===== config.mk =====
export PLATFORM = sky130hd
export DESIGN_NAME = frequency_roc_stability_monitor_core
export DESIGN_NICKNAME = d
export VERILOG_FILES = /design/src/rtl/frsm_pkg.sv /design/src/rtl/frequency_roc_stability_monitor_core.sv /design/src/rtl/frsm_div.sv
export SDC_FILE = /design/constraint.sdc
export NUM_CORES = 1
export LEC_CHECK = 0
export BUFFER_PORTS_ARGS = -buffer_cell sky130_fd_sc_hd__buf_2
export CAP_MARGIN = 20
export CORE_MARGIN = 2
export CORE_UTILIZATION = 55
export DETAILED_ROUTE_END_ITERATION = 10
export PLACE_DENSITY = 0.79
export SLEW_MARGIN = 40
export SYNTH_ARGS = -nofsm -noshare
export SYNTH_HDL_FRONTEND = slang
export SYNTH_HIERARCHICAL = 1
export SYNTH_SLANG_ARGS = --single-unit

===== constraint.sdc =====
create_clock -name clk_i -period 8.3 [get_ports clk_i]
set_clock_uncertainty 0.1 [all_clocks]
set_input_delay 0.83 -clock clk_i [delete_from_list [all_inputs] [get_ports clk_i]]
set_output_delay 0.83 -clock clk_i [all_outputs]
set_load 0.02 [all_outputs]

===== src/rtl/frsm_pkg.sv =====
// ----------------------------------------------------------------------------
// frsm_pkg: shared types and constants of the frequency / RoCoF monitor
// Field widths, register indexes and the sequencer state type.
// ----------------------------------------------------------------------------
`timescale 1ns / 1ps

package frsm_pkg;

  localparam int unsigned CNT_W     = 16;  // period count
  localparam int unsigned FREQ_W    = 24;  // frequency in mHz
  localparam int unsigned ROC_W     = 32;  // rate of change in mHz/s
  localparam int unsigned CFG_W     = 16;  // widest config register
  localparam int unsigned CFG_IDX_W = 1;

  localparam logic [CFG_IDX_W-1:0] CFG_FREQ_THR = 1'b0;
  localparam logic [CFG_IDX_W-1:0] CFG_ROC_THR  = 1'b1;

  localparam logic [CFG_W-1:0] FREQ_THR_RESET = 16'd49000;
  localparam logic [CFG_W-1:0] ROC_THR_RESET  = 16'd5000;

  localparam logic [FREQ_W-1:0] FREQ_MAX    = 24'hFF_FFFF;
  localparam logic [ROC_W-1:0]  ROC_POS_MAX = 32'h7FFF_FFFF;
  localparam logic [ROC_W-1:0]  ROC_NEG_MAG = 32'h8000_0000;

  typedef enum logic [2:0] {
    ST_IDLE,
    ST_FREQ,
    ST_DIFF,
    ST_MUL,
    ST_ROC,
    ST_DONE
  } frsm_state_e;

endpackage


===== src/rtl/frequency_roc_stability_monitor_core.sv =====
// Steps: ST_FREQ divides for the frequency, ST_DIFF and ST_MUL form |freq - prev| *
//   sample rate, ST_ROC divides for the rate and ST_DONE loads the result; the first
//   item after reset skips the rate step. No new item is taken until that load. A single
//   restoring divider, one quotient bit per cycle, serves both the frequency and the rate division.
// Reset: asynchronous, active low; thresholds to 49000 mHz / 5000 mHz/s,
//   previous frequency cleared, next item treated as the first.
// ----------------------------------------------------------------------------
// frequency_roc_stability_monitor_core: reciprocal frequency meter with RoCoF
// Turns a period count into frequency (mHz) and rate of change (mHz/s), and
// flags under-frequency, excessive rate of change and instability.
// ----------------------------------------------------------------------------
`timescale 1ns / 1ps

module frequency_roc_stability_monitor_core #(
  parameter int unsigned SampleRateHz = 16000
) (
  input  logic                                clk_i,
  input  logic                                rst_ni,
  // configuration write port
  input  logic                                cfg_we_i,
  input  logic [frsm_pkg::CFG_IDX_W-1:0]      cfg_idx_i,
  input  logic [frsm_pkg::CFG_W-1:0]          cfg_wdata_i,
  // input item channel
  input  logic                                in_valid_i,
  output logic                                in_stall_o,
  input  logic [frsm_pkg::CNT_W-1:0]          period_count_i,
  // result item channel
  output logic                                out_valid_o,
  input  logic                                out_stall_i,
  output logic [frsm_pkg::FREQ_W-1:0]         frequency_mhz_o,
  output logic signed [frsm_pkg::ROC_W-1:0]   roc_mhz_per_s_o,
  output logic                                under_freq_o,
  output logic                                roc_alarm_o,
  output logic                                unstable_o
);

  localparam int unsigned FREQ_W = frsm_pkg::FREQ_W;
  localparam int unsigned ROC_W  = frsm_pkg::ROC_W;
  localparam int unsigned CNT_W  = frsm_pkg::CNT_W;
  localparam int unsigned CFG_W  = frsm_pkg::CFG_W;

  // Frequency numerator is SampleRateHz * 1000 (mHz scaling).
  localparam longint unsigned FreqNum = longint'(SampleRateHz) * 64'd1000;
  localparam int unsigned FreqNumW = $clog2(FreqNum + 64'd1);
  localparam int unsigned SrW      = $clog2(SampleRateHz + 1);
  // |freq - prev| fits the frequency width; times the sample rate
  localparam int unsigned ProdW    = FREQ_W + SrW;
  localparam int unsigned NumW     = (ProdW > FreqNumW) ? ProdW : FreqNumW;
  localparam int unsigned StepW    = $clog2(NumW + 1);

  // numerator left-aligned so the quotient comes out in the low FreqNumW bits
  localparam logic [NumW-1:0] FreqNumAligned = NumW'(FreqNum) << (NumW - FreqNumW);

  // --------------------------------------------------------------------------
  // Configuration registers
  // --------------------------------------------------------------------------
  logic [CFG_W-1:0] freq_thr_q, freq_thr_d;
  logic [CFG_W-1:0] roc_thr_q, roc_thr_d;

  always_comb begin
    freq_thr_d = freq_thr_q;
    roc_thr_d  = roc_thr_q;
    if (cfg_we_i) begin
      unique case (cfg_idx_i)
        frsm_pkg::CFG_FREQ_THR: freq_thr_d = cfg_wdata_i;
        frsm_pkg::CFG_ROC_THR:  roc_thr_d  = cfg_wdata_i;
        default: ;
      endcase
    end
  end

  always_ff @(posedge clk_i or negedge rst_ni) begin
    if (!rst_ni) begin
      freq_thr_q <= frsm_pkg::FREQ_THR_RESET;
      roc_thr_q  <= frsm_pkg::ROC_THR_RESET;
    end else begin
      freq_thr_q <= freq_thr_d;
      roc_thr_q  <= roc_thr_d;
    end
  end

  // --------------------------------------------------------------------------
  // Sequencer
  // --------------------------------------------------------------------------
  frsm_pkg::frsm_state_e state_q, state_d;

  logic              in_take;     // item accepted this cycle
  logic              out_free;    // output register can take a result
  logic              div_done;
  logic [NumW-1:0]   div_quot;
  logic              div_start;
  logic [NumW-1:0]   div_num;
  logic [StepW-1:0]  div_steps;

  logic              first_q;     // no result yet since reset
  logic [FREQ_W-1:0] prev_q;      // frequency of the last result
  logic [CNT_W-1:0]  count_q;
  logic [FREQ_W-1:0] freq_q;
  logic [FREQ_W-1:0] mag_q;       // |freq - prev|
  logic              neg_q;       // freq < prev
  logic [ROC_W-1:0]  roc_q;       // saturated rate, two's complement
  logic [ROC_W-1:0]  roc_mag_q;   // magnitude of the saturated rate

  assign in_stall_o = (state_q != frsm_pkg::ST_IDLE);
  assign in_take    = in_valid_i && !in_stall_o;
  assign out_free   = !out_valid_o || !out_stall_i;

  // next state
  always_comb begin
    state_d = state_q;
    unique case (state_q)
      frsm_pkg::ST_IDLE: begin
        // a zero count is taken and dropped
        if (in_take && (period_count_i != '0)) state_d = frsm_pkg::ST_FREQ;
      end
      frsm_pkg::ST_FREQ: begin
        if (div_done) state_d = first_q ? frsm_pkg::ST_DONE : frsm_pkg::ST_DIFF;
      end
      frsm_pkg::ST_DIFF: state_d = frsm_pkg::ST_MUL;
      frsm_pkg::ST_MUL:  state_d = frsm_pkg::ST_ROC;
      frsm_pkg::ST_ROC: begin
        if (div_done) state_d = frsm_pkg::ST_DONE;
      end
      frsm_pkg::ST_DONE: begin
        if (out_free) state_d = frsm_pkg::ST_IDLE;
      end
      default: state_d = frsm_pkg::ST_IDLE;
    endcase
  end

  // multiplier: |diff| * sample rate, registered inside the divider on start
  logic [ProdW-1:0] prod;
  assign prod = ProdW'(mag_q) * ProdW'(SampleRateHz);

  // divider control
  always_comb begin
    div_start = 1'b0;
    div_num   = FreqNumAligned;
    div_steps = StepW'(FreqNumW);
    unique case (state_q)
      frsm_pkg::ST_IDLE: begin
        div_start = in_take && (period_count_i != '0);
      end
      frsm_pkg::ST_MUL: begin
        div_start = 1'b1;
        div_num   = NumW'(prod);
        div_steps = StepW'(NumW);
      end
      default: ;
    endcase
  end

  always_ff @(posedge clk_i or negedge rst_ni) begin
    if (!rst_ni) begin
      state_q <= frsm_pkg::ST_IDLE;
    end else begin
      state_q <= state_d;
    end
  end

  frsm_div #(
    .NumW  (NumW),
    .StepW (StepW)
  ) u_div (
    .clk_i   (clk_i),
    .rst_ni  (rst_ni),
    .start_i (div_start),
    .num_i   (div_num),
    .den_i   (in_take ? period_count_i : count_q),
    .steps_i (div_steps),
    .done_o  (div_done),
    .quot_o  (div_quot)
  );

  // --------------------------------------------------------------------------
  // Datapath
  // --------------------------------------------------------------------------
  logic [63:0]       quot_wide;
  logic [FREQ_W-1:0] freq_sat;
  logic [ROC_W-1:0]  roc_mag_sat;

  assign quot_wide = 64'(div_quot);
  assign freq_sat  = (quot_wide > 64'(frsm_pkg::FREQ_MAX)) ? frsm_pkg::FREQ_MAX
                                                           : quot_wide[FREQ_W-1:0];

  // saturation bound differs by sign: 2^31-1 up, 2^31 down
  always_comb begin
    if (neg_q) begin
      roc_mag_sat = (quot_wide > 64'(frsm_pkg::ROC_NEG_MAG)) ? frsm_pkg::ROC_NEG_MAG
                                                            : quot_wide[ROC_W-1:0];
    end else begin
      roc_mag_sat = (quot_wide > 64'(frsm_pkg::ROC_POS_MAX)) ? frsm_pkg::ROC_POS_MAX
                                                            : quot_wide[ROC_W-1:0];
    end
  end

  always_ff @(posedge clk_i) begin
    if (in_take) begin
      count_q <= period_count_i;
    end
    if ((state_q == frsm_pkg::ST_FREQ) && div_done) begin
      freq_q    <= freq_sat;
      roc_q     <= '0;
      roc_mag_q <= '0;
    end
    if (state_q == frsm_pkg::ST_DIFF) begin
      neg_q <= (freq_q < prev_q);
      mag_q <= (freq_q < prev_q) ? (prev_q - freq_q) : (freq_q - prev_q);
    end
    if ((state_q == frsm_pkg::ST_ROC) && div_done) begin
      roc_mag_q <= roc_mag_sat;
      roc_q     <= neg_q ? (ROC_W'(0) - roc_mag_sat) : roc_mag_sat;
    end
  end

  // state kept across items
  logic load_out;
  assign load_out = (state_q == frsm_pkg::ST_DONE) && out_free;

  always_ff @(posedge clk_i or negedge rst_ni) begin
    if (!rst_ni) begin
      first_q <= 1'b1;
      prev_q  <= '0;
    end else if (load_out) begin
      first_q <= 1'b0;
      prev_q  <= freq_q;
    end
  end

  // --------------------------------------------------------------------------
  // Output register
  // --------------------------------------------------------------------------
  logic out_valid_q;
  logic low_flag, high_flag;

  assign low_flag  = (freq_q < FREQ_W'(freq_thr_q));
  assign high_flag = (roc_mag_q > ROC_W'(roc_thr_q));

  always_ff @(posedge clk_i or negedge rst_ni) begin
    if (!rst_ni) begin
      out_valid_q <= 1'b0;
    end else if (load_out) begin
      out_valid_q <= 1'b1;
    end else if (!out_stall_i) begin
      out_valid_q <= 1'b0;
    end
  end

  always_ff @(posedge clk_i) begin
    if (load_out) begin
      frequency_mhz_o <= freq_q;
      roc_mhz_per_s_o <= roc_q;
      under_freq_o    <= low_flag;
      roc_alarm_o     <= high_flag;
      unstable_o      <= low_flag | high_flag;
    end
  end

  assign out_valid_o = out_valid_q;

  // --------------------------------------------------------------------------
  // Assertions
  // --------------------------------------------------------------------------
  // divider only finishes while the sequencer waits for it
  a_done_in_wait: assert property (@(posedge clk_i) disable iff (!rst_ni)
    div_done |-> ((state_q == frsm_pkg::ST_FREQ) || (state_q == frsm_pkg::ST_ROC)))
    else $error("divider finished outside a wait state");

  // leaving the done state always presents a result
  a_done_emits: assert property (@(posedge clk_i) disable iff (!rst_ni)
    (state_q == frsm_pkg::ST_DONE) && out_free |=> out_valid_o)
    else $error("result lost on leaving done state");

  // a high-rate flag needs a non-zero rate
  a_flag_rate: assert property (@(posedge clk_i) disable iff (!rst_ni)
    out_valid_o && roc_alarm_o |-> (roc_mhz_per_s_o != '0))
    else $error("high rate flag with zero rate");

  // the first result after reset carries a zero rate
  a_first_zero: assert property (@(posedge clk_i) disable iff (!rst_ni)
    load_out && first_q |-> (roc_q == '0))
    else $error("first result with non-zero rate");

endmodule


===== src/rtl/frsm_div.sv =====
// ----------------------------------------------------------------------------
// frsm_div: shared restoring divider, one quotient bit per cycle
// Unsigned num / den over a caller-chosen number of steps; the numerator
// is expected left-aligned so that the quotient lands in the low bits.
// ----------------------------------------------------------------------------
`timescale 1ns / 1ps

module frsm_div #(
  parameter int unsigned NumW  = 38,
  parameter int unsigned StepW = 6
) (
  input  logic                         clk_i,
  input  logic                         rst_ni,
  input  logic                         start_i,
  input  logic [NumW-1:0]              num_i,
  input  logic [frsm_pkg::CNT_W-1:0]   den_i,
  input  logic [StepW-1:0]             steps_i,
  output logic                         done_o,
  output logic [NumW-1:0]              quot_o
);

  localparam int unsigned DenW = frsm_pkg::CNT_W;

  logic              busy_q, busy_d;
  logic              done_q, done_d;
  logic [StepW-1:0]  cnt_q, cnt_d;
  logic [DenW-1:0]   den_q, den_d;
  logic [DenW-1:0]   rem_q, rem_d;
  logic [NumW-1:0]   quo_q, quo_d;

  logic [DenW:0]     shifted;
  logic [DenW:0]     trial;
  logic              fits;

  assign shifted = {rem_q, quo_q[NumW-1]};
  assign trial   = shifted - {1'b0, den_q};
  assign fits    = (shifted >= {1'b0, den_q});

  always_comb begin
    busy_d = busy_q;
    done_d = 1'b0;
    cnt_d  = cnt_q;
    den_d  = den_q;
    rem_d  = rem_q;
    quo_d  = quo_q;
    if (start_i) begin
      busy_d = 1'b1;
      cnt_d  = steps_i;
      den_d  = den_i;
      rem_d  = '0;
      quo_d  = num_i;
    end else if (busy_q) begin
      rem_d = fits ? trial[DenW-1:0] : shifted[DenW-1:0];
      quo_d = {quo_q[NumW-2:0], fits};
      cnt_d = cnt_q - StepW'(1);
      if (cnt_q == StepW'(1)) begin
        busy_d = 1'b0;
        done_d = 1'b1;
      end
    end
  end

  always_ff @(posedge clk_i or negedge rst_ni) begin
    if (!rst_ni) begin
      busy_q <= 1'b0;
      done_q <= 1'b0;
      cnt_q  <= '0;
    end else begin
      busy_q <= busy_d;
      done_q <= done_d;
      cnt_q  <= cnt_d;
    end
  end

  always_ff @(posedge clk_i) begin
    den_q <= den_d;
    rem_q <= rem_d;
    quo_q <= quo_d;
  end

  assign done_o = done_q;
  assign quot_o = quo_q;

  // remainder never reaches the divisor while iterating
  a_rem_below_den: assert property (@(posedge clk_i) disable iff (!rst_ni)
    busy_q |-> (rem_q < den_q))
    else $error("divider remainder out of range");

  // a finished division leaves the unit idle
  a_done_idle: assert property (@(posedge clk_i) disable iff (!rst_ni)
    done_q |-> !busy_q)
    else $error("divider done while busy");

  // busy never outlives its step count
  a_cnt_live: assert property (@(posedge clk_i) disable iff (!rst_ni)
    busy_q |-> (cnt_q != '0))
    else $error("divider busy with zero steps left");

endmodule


Yosys cells after proc, flatten, opt, wreduce, memory -nomap -nowiden
Index checks and enable logic that the tools add are counted.

Flip-flop bits (word level): 327. Input port bits: 38. Output and inout bits: 61. Logic and storage cells: 97.

Add/subtract/negate cells: 5. Multiply operators: 1. $lt $le $gt $ge: 7. Equal/unequal tests: 11. Mux-type cells: 31. Bitwise logic cells: 2. Reduce and logical (&&, ||, !) cells: 17.

Operator list (number): $mux 32 (7); $mux 38 (3); $sub 24x24->24 (2); $gt 38x24->1 const B (1); $gt 38x31->1 const B (1); $gt 38x32->1 const B (1); $gt 32x16->1 (1); $mux 16 (2); $sub 1x32->32 const A (1); $mul 24x7->31 const B (1); $lt 24x16->1 (1); $lt 24x24->1 (1); $mux 24 (1); $mux 6 (3); $pmux 3 s6 (1); $ge 17x16->1 (1); $reduce_bool 16->1 (1); $sub 16x16->16 (1); $mux 3 (5); $mux 1 (8); $eq 3x2->1 const B (2); $eq 3x3->1 const B (2); $eq 6x1->1 const B (1); $ne 2x1->1 const B (3); other kinds (14) (23).

Logic depth before layout (Yosys ltp)
Gate-level depths: netlist of run 1.

Depth in word-level cells: 6. Gate-level depth with buffers: 18. Gate-level depth less buffers: 18.

Cells and area by module
The synthesis of run 1 kept the hierarchy.

Modules (own cells, without submodules): frequency_roc_stability_monitor_core (times used 1, cells each 1679, area each 17274.1 µm², sequential area each 7001.7 µm²); frsm_div (times used 1, cells each 345, area each 4066.4 µm², sequential area each 2142.1 µm²).

Least setup slack after synthesis of run 1
OpenSTA, ideal clock, no wires.

Path type: register -> register. From: reg mag_q[14]. To: reg u_div.quo_q[36], in the netlist u_div/quot_o[36] (data pin). Setup time: 0.260 ns. Arrival: 4.720 ns. Required time: 7.940 ns. Setup slack: 3.220 ns. Cell stages (with the launch flop): 17. Buffers on the path: 1. Clock period less this slack: 5.080 ns. Path through: edfxtp_1 -> inv_1 -> fa_1 -> fa_1 -> fa_1 -> fa_1 -> inv_1 -> ha_1 -> clkbuf_1 -> and3_1 -> nand4_1 -> a211o_1 -> a211oi_1 -> nor2_1 -> o31ai_1 -> mux2i_1 -> mux2_2.

Word-level cells in the longest chain between the ends: 3.

RTL lines: start, declared (line frequency_roc_stability_monitor_core.sv:99) `logic [FREQ_W-1:0] mag_q;`; start signal, assigned (line frequency_roc_stability_monitor_core.sv:208) `mag_q <= (freq_q < prev_q) ? (prev_q - freq_q) : (freq_q - prev_q);`; $mul 24x7->31 (line frequency_roc_stability_monitor_core.sv:133) `assign prod = ProdW'(mag_q) * ProdW'(SampleRateHz);`; $mux 38 (line frequency_roc_stability_monitor_core.sv:140) `unique case (state_q)`; via div_num[36] (line frequency_roc_stability_monitor_core.sv:92) `logic [NumW-1:0] div_num;`; $mux 38 (line frsm_div.sv:46) `if (start_i) begin`; via u_div.quo_d[36] (line frsm_div.sv:29) `logic [NumW-1:0] quo_q, quo_d;`; end signal, assigned (line frsm_div.sv:78) `quo_q <= quo_d;`; end, declared (line frsm_div.sv:29).

The timed path passes the listed nets, and every way through them passes these cells. A chain may end at the register's enable or synchronous reset.

Final worst setup path of run 1
From: reg mag_q[9]. To: reg u_div.quo_q[37], in the netlist u_div/quot_o[37] (data pin).

The elaborated chain is that of the path after synthesis.

==> results of run 1 <==
-- metrics by stage --
step | utilization (%) | hold slack [ns] | cells | area (um2) | setup WS [ns]
finish | 61.4 | 0.225 | 2652 | 23600 | 2.80
global route | 61.4 | 0.275 | 2652 | 23600 | 2.54
CTS | 61.3 | 0.238 | 2650 | 23600 | 2.83
detailed placement | 58.1 | 0.305 | 2586 | 22400 | 2.82
global placement | 58.0 | 0.305 | 2584 | 22300 | 2.97
floorplan | - | 0.300 | 2031 | 21400 | 3.22
-- metal layers --
layer / track usage [%] / part of all wire, % / wire length [um] / vias to the layer above
li1: - / - / - / 7290
met1: 33.3 / 44 / 21600 / 7536
met3: 3.28 / 5.0 / 2480 / 96
met4: 8.92 / 3.5 / 1710 / 0
met2: 42.0 / 48 / 23700 / 462
met5: 0 / 0 / 0 / -
-- how the worst max path moves through the flow --
stage / startpoint / endpoint / slack [ns]
floorplan: mag_q[14] / u_div/quot_o[36] / 3.22
global placement: mag_q[14] / u_div/quot_o[36] / 2.97
detailed placement: mag_q[10] / u_div/quot_o[37] / 2.82
CTS: mag_q[10] / u_div/quot_o[37] / 2.83
global route: mag_q[8] / u_div/quot_o[35] / 2.54
finish: mag_q[9] / u_div/quot_o[37] / 2.80
-- critical path, delay by kind of cell (launching register included) --
kind | cells | cell delay, ns
AND/OR/NAND/NOR | 2 | 0.31
buffers and inverters | 2 | 0.30
multiplexers | 1 | 0.29
flip-flops | 1 | 0.42
AO/OA/AOI/OAI | 5 | 1.26
XOR/XNOR | 1 | 0.18
adder cells (fa/ha/maj) | 5 | 2.41
-- registers in the layout, indices dropped and copies added, names as in the netlist, 3 cells and up --
| register | count |
|---|---|
| u_div/den_q | 16 |
| roc_mhz_per_s_o | 32 |
| roc_q | 31 |
| roc_thr_q | 16 |
| u_div/quot_o | 38 |
| freq_thr_q | 16 |
| state_q | 3 |
| u_div/rem_q | 16 |
| roc_mag_q | 32 |
| frequency_mhz_o | 24 |
| prev_q | 24 |
| mag_q | 24 |
| count_q | 16 |
| u_div/cnt_q | 6 |
| freq_q | 24 |
-- area by class of cell --
| type | instances | area, um2 |
|---|---|---|
| repair buffers | 116 | 672 |
| clock inverters | 21 | 272 |
| inverters | 241 | 905 |
| fillers | 3042 | 14900 |
| multi-input cells | 1387 | 11000 |
| flip-flops and latches | 326 | 9150 |
| clock buffers | 43 | 948 |
| well taps | 518 | 648 |
-- cell usage in the layout (no fill, tap or decap), types with 10 or more instances in the layout --
| master | n |
|---|---|
| a211oi_1 | 24 |
| a21o_1 | 45 |
| a21oi_1 | 122 |
| a31oi_1 | 10 |
| and3_1 | 12 |
| buf_2 | 97 |
| buf_4 | 14 |
| clkbuf_16 | 37 |
| dfrtp_1 | 52 |
| dfstp_2 | 16 |
| dfxtp_1 | 32 |
| edfxtp_1 | 225 |
| fa_1 | 89 |
| ha_1 | 166 |
| inv_1 | 240 |
| mux2_2 | 71 |
| mux2i_1 | 39 |
| nand2_1 | 125 |
| nand2b_1 | 27 |
| nand3_1 | 19 |
| nand4_1 | 15 |
| nor2_1 | 152 |
| nor2b_1 | 18 |
| nor3_1 | 33 |
| nor4_1 | 16 |
| o21a_1 | 28 |
| o21ai_0 | 109 |
| o31ai_1 | 11 |
| or2_2 | 23 |
| or3_1 | 17 |
| xnor2_1 | 28 |
| xor2_1 | 34 |
-- logic make-up after synthesis --
kind of cell	count (synthesis)	share of synthesized area [%]
flip-flops	326	42.8
buffers and inverters	318	5.80
other	1	0.0176
AO/OA/AOI/OAI	449	13.5
AND/OR/NAND/NOR	503	11.6
adder cells (fa/ha/maj)	255	18.1
multiplexers	110	5.58
XOR/XNOR	62	2.54
==> results.yml, run 1 <==
outcome:
  status: "complete, no violations"
cells_and_area:
  nNetsFinal: 2401
  synthToLayoutAreaGrowth_pct: 10.7
  final_layout_size_suffix_gt1_share_pct: 14.5
  diodes: 0
sta:
  final-setup-viol-count: 0
  slew_headroom_pct: 43.9
  hold_violations: 0
  max_freq_mhz: 182
  min_period_ns: 5.50
  rsz0062_at_grt: "false"
  finalCritPeriodShare_pct: 66.2
  slew_violations: 0
  fin_setup_tns_ns: 0
  worst_pin_slew_ns: 0.839
clocking:
  ctsHoldBuffers: 0
  insertion_delay_ns: 0.55
  clk_pin_slew_worst_paths_ns: 0.07
  htree_levels: 2
  cts_resized: 0
  cts_tree: "built"
  cts_buffers: 36
  cts_setup_buffers: 0
  cts_buffer_depth: 3
  cts.sinks: 326
  cts_root_buf: "clkbuf_16"
critical_path:
  regToRegEndpoint: "u_div/quot_o[37]"
  critPathMaxStageDelay_ns: 0.54
  reg2reg_depth: 16
  regToRegSetupSlack_ns: 2.80
  slowest_stage: "fa_1"
  worst_ep_required_time_ns: 8.51
  criticalPathCategory: "reg2reg"
  cp_cell_sequence: "inv_1 > fa_1 > fa_1 > fa_1 > fa_1 > inv_1 > ha_1 > and3_1 > a221oi_1 > o21a_1 > a21oi_1 > o311ai_0 > a21oi_1 > xnor2_1 > nand2_1 > mux2_2"
  worstPathMaxFanout: 4
  endpoint_kind: "flop"
  cpMostUsedCell: "fa_1"
  worstPathArrival_ns: 5.71
  cp-start-kind: "flop"
  regToRegStartpoint: "mag_q[9]"
route:
  dr.pass1.iters: 5
  avgViaCountPerCell: 5.80
  wirelength_um: 49500
  drtIter0Drc: 1292
  avgRoutedWirePerCell_um: 18.7
  via_count: 15384
  antenna_left: 0
  drc_errors: 0
global_routing:
  grt_overflow_total: 0
  grt_max_degree: 70
  grt_pass1_wl_um: 80300
  first_global_vias: 15295
  antenna_found_initial: 0
  grt_usage_pct: 25.0
floorplan:
  die_w_um: 201
  die_area_um2: 40400
  io_pins: 99
  start_util_pct: 55.5
  coreArea_um2: 38500
  rows: 72
  die-height_um: 201
worst_hold_path:
  hold_class: "in2async"
synth:
  yosys_register_bits: 326
  synth_top_area_share_pct: 31.7
  yosys_warnings: 6
  ys_seq_area_share_pct: 42.8
  syn_area_um2: 21300
  ys_top_cells_by_area: "edfxtp_1 (32%), ha_1 (9.7%), fa_1 (8.3%)"
  async_reset_ff_share_pct: 21.2
  yosysMostFrequentCell: "inv_1"
  dominantRegCellSynth: "edfxtp_1"
  yosys.area.top_type: "edfxtp_1"
  syn-mean-instance-area_um2: 10.5
  synthCells: 2024
  synth.distinct_cells: 85
  synth_edf_count: 225
  synthTopCellsByCount: "inv_1 (240), edfxtp_1 (225), ha_1 (166), nor2_1 (154), nand2_1 (126)"
placement:
  place_congestion: 0.913
  io_buffers: 98
  detailed_place_hpwl_um: 35900
flow_run:
  cap_violations: 0
Power of run 1 is not shown: default switching activity piles up to over one toggle a cycle in this logic, so the estimate is an artifact.
==> run 2, diff against run 1 <==
==> constraint.sdc (replaced) <==
create_clock -name clk_i -period 5.1 [get_ports clk_i]
set_clock_uncertainty 0.1 [all_clocks]
set_input_delay 0.51 -clock clk_i [delete_from_list [all_inputs] [get_ports clk_i]]
set_output_delay 0.51 -clock clk_i [all_outputs]
set_load 0.02 [all_outputs]
==> run 2 against run 1 <==
Compared with the run above: worst setup slack lost 2.8 ns; die area is the same; global-route usage grew 0.41 points; cell count grew 3.3%; clock-buffer cell count grew 3; worst hold slack lost 0.11 ns; utilization grew 2.3 points.
==> results.yml, run 2 (synthesis gave the netlist of run 1 again) <==
global_routing:
  grt_max_degree: 109
  grt_usage_pct: 25.4
  grt_pass1_wl_um: 81800
  grt_overflow_total: 0
  antenna_found_initial: 1
  first_global_vias: 15751
critical_path:
  endpoint_kind: "flop"
  reg2reg_depth: 16
  cp-start-kind: "flop"
  worst_ep_required_time_ns: 5.30
  startpoint: "mag_q[5]"
  regToRegEndpoint: "u_div/quot_o[36]"
  regToRegSetupSlack_ns: 0.04
  worstPathMaxFanout: 4
  criticalPathCategory: "reg2reg"
  regToRegStartpoint: "mag_q[5]"
  worstPathArrival_ns: 5.27
flow_run:
  cap_violations: 0
cells_and_area:
  layout_commonest_cell: "edfxtp_1"
  synthToLayoutAreaGrowth_pct: 14.7
  final_layout_size_suffix_gt1_share_pct: 20.4
  n_fill_cell: 2873
  largest_reg_flops: 38
  nNetsFinal: 2486
  final_cell_mix: "edfxtp_1 (225), inv_1 (221), ha_1 (158), nor2_1 (150), nand2_1 (125)"
route:
  avgViaCountPerCell: 5.77
  wirelength_um: 51200
  drtIter0Drc: 1393
  via_count: 15801
  dr.pass1.iters: 5
  antenna_left: 0
  avgRoutedWirePerCell_um: 18.7
  drc_errors: 0
sta:
  slew_violations: 0
  min_period_ns: 5.06
  max_freq_mhz: 197
  slew_headroom_pct: 38.3
  timing.hold.ws_ns: 0.119
  worst_pin_slew_ns: 0.921
  finalCritPeriodShare_pct: 99.3
  final-setup-viol-count: 0
  rsz0062_at_grt: "true"
  hold_violations: 0
floorplan:
  rows: 72
  coreArea_um2: 38500
  die_area_um2: 40400
  die-height_um: 201
  start_util_pct: 55.5
  io_pins: 99
  die_w_um: 201
placement:
  io_buffers: 98
  place_congestion: 0.923
  detailed_place_hpwl_um: 37000
clocking:
  cts_root_buf: "clkbuf_16"
  htree_levels: 2
  cts.sinks: 326
  cts_buffer_depth: 3
  insertion_delay_ns: 0.55
  cts_tree: "built"
  cts_buffers: 36
  clk_pin_slew_worst_paths_ns: 0.06
worst_hold_path:
  hold_class: "in2reg"
  whs_endpoint: "freq_thr_q[9]"
  min_path_cells: 3
  min_from: "cfg_wdata_i[9]"
outcome:
  status: "complete, no violations"
## run 2: critical path, stage by stage (launching register included)
cell and delay, ns:
edfxtp_1 0.41, inv_2 0.13, fa_1 0.47, fa_1 0.58, fa_1 0.44, fa_1 0.54, inv_2 0.05, ha_4 0.26
and3_4 0.19, o21a_1 0.17, o31ai_4 0.09, a211o_1 0.39, a211oi_4 0.33, nor2_1 0.08, o31ai_2 0.20, mux2i_1 0.10
mux2_2 0.26
## run 2: worst max path at each step
stage	cells after the start	slack [ns]	to
3_5_place_dp	16	-0.17	u_div/quot_o[37]
2_1_floorplan	16	0.02	u_div/quot_o[36]
6_report	16	0.04	u_div/quot_o[36]
3_3_place_gp	16	-0.05	u_div/quot_o[37]
5_1_grt	18	-0.15	u_div/quot_o[34]
4_1_cts	17	0.02	u_div/quot_o[30]
## run 2: final cells by class
class | count | area (um2) | area share, %
Multi-Input combinational cell | 1387 | 11300 | 46.2
Sequential cell | 326 | 9150 | 37.4
Timing Repair Buffer | 201 | 1310 | 5.36
Clock buffer | 46 | 980 | 4.00
Inverter | 241 | 905 | 3.70
Tap cell | 518 | 648 | 2.65
Clock inverter | 20 | 190 | 0.777
Antenna cell | 1 | 2.50 | 0.0102
## run 2: layer usage
metal,global-route usage [%],vias to the layer above,wire (um)
met5,0,-,0
met4,7.96,0,1480
met3,3.30,110,3000
met2,43.9,581,25400
met1,33.2,7650,21200
li1,-,7460,-
## run 2: what timing repair did
| item | CTS | global route |
|---|---|---|
| pin swaps | 1 | 55 |
| hold endpoints to repair | 53 | 0 |
| setup endpoints to repair | 10 | 13 |
| setup buffers | 0 | 16 |
| resized for setup | 12 | 67 |
| hold buffers | 1 | 0 |
## run 2: metrics by stage
stage	instance area (um2)	setup slack, ns	instances	setup TNS (ns)	utilization (%)
3_5_place_dp	22900	-0.174	2655	-0.775	59.5
6_report	24500	0.0357	2740	0	63.6
2_1_floorplan	21400	0.0199	2031	0	-
4_1_cts	24100	0.0226	2722	0	62.6
3_3_place_gp	22900	-0.0524	2655	-0.0613	59.5
5_1_grt	24500	-0.150	2739	-0.462	63.6
Power of run 2 is left out for the same reason.
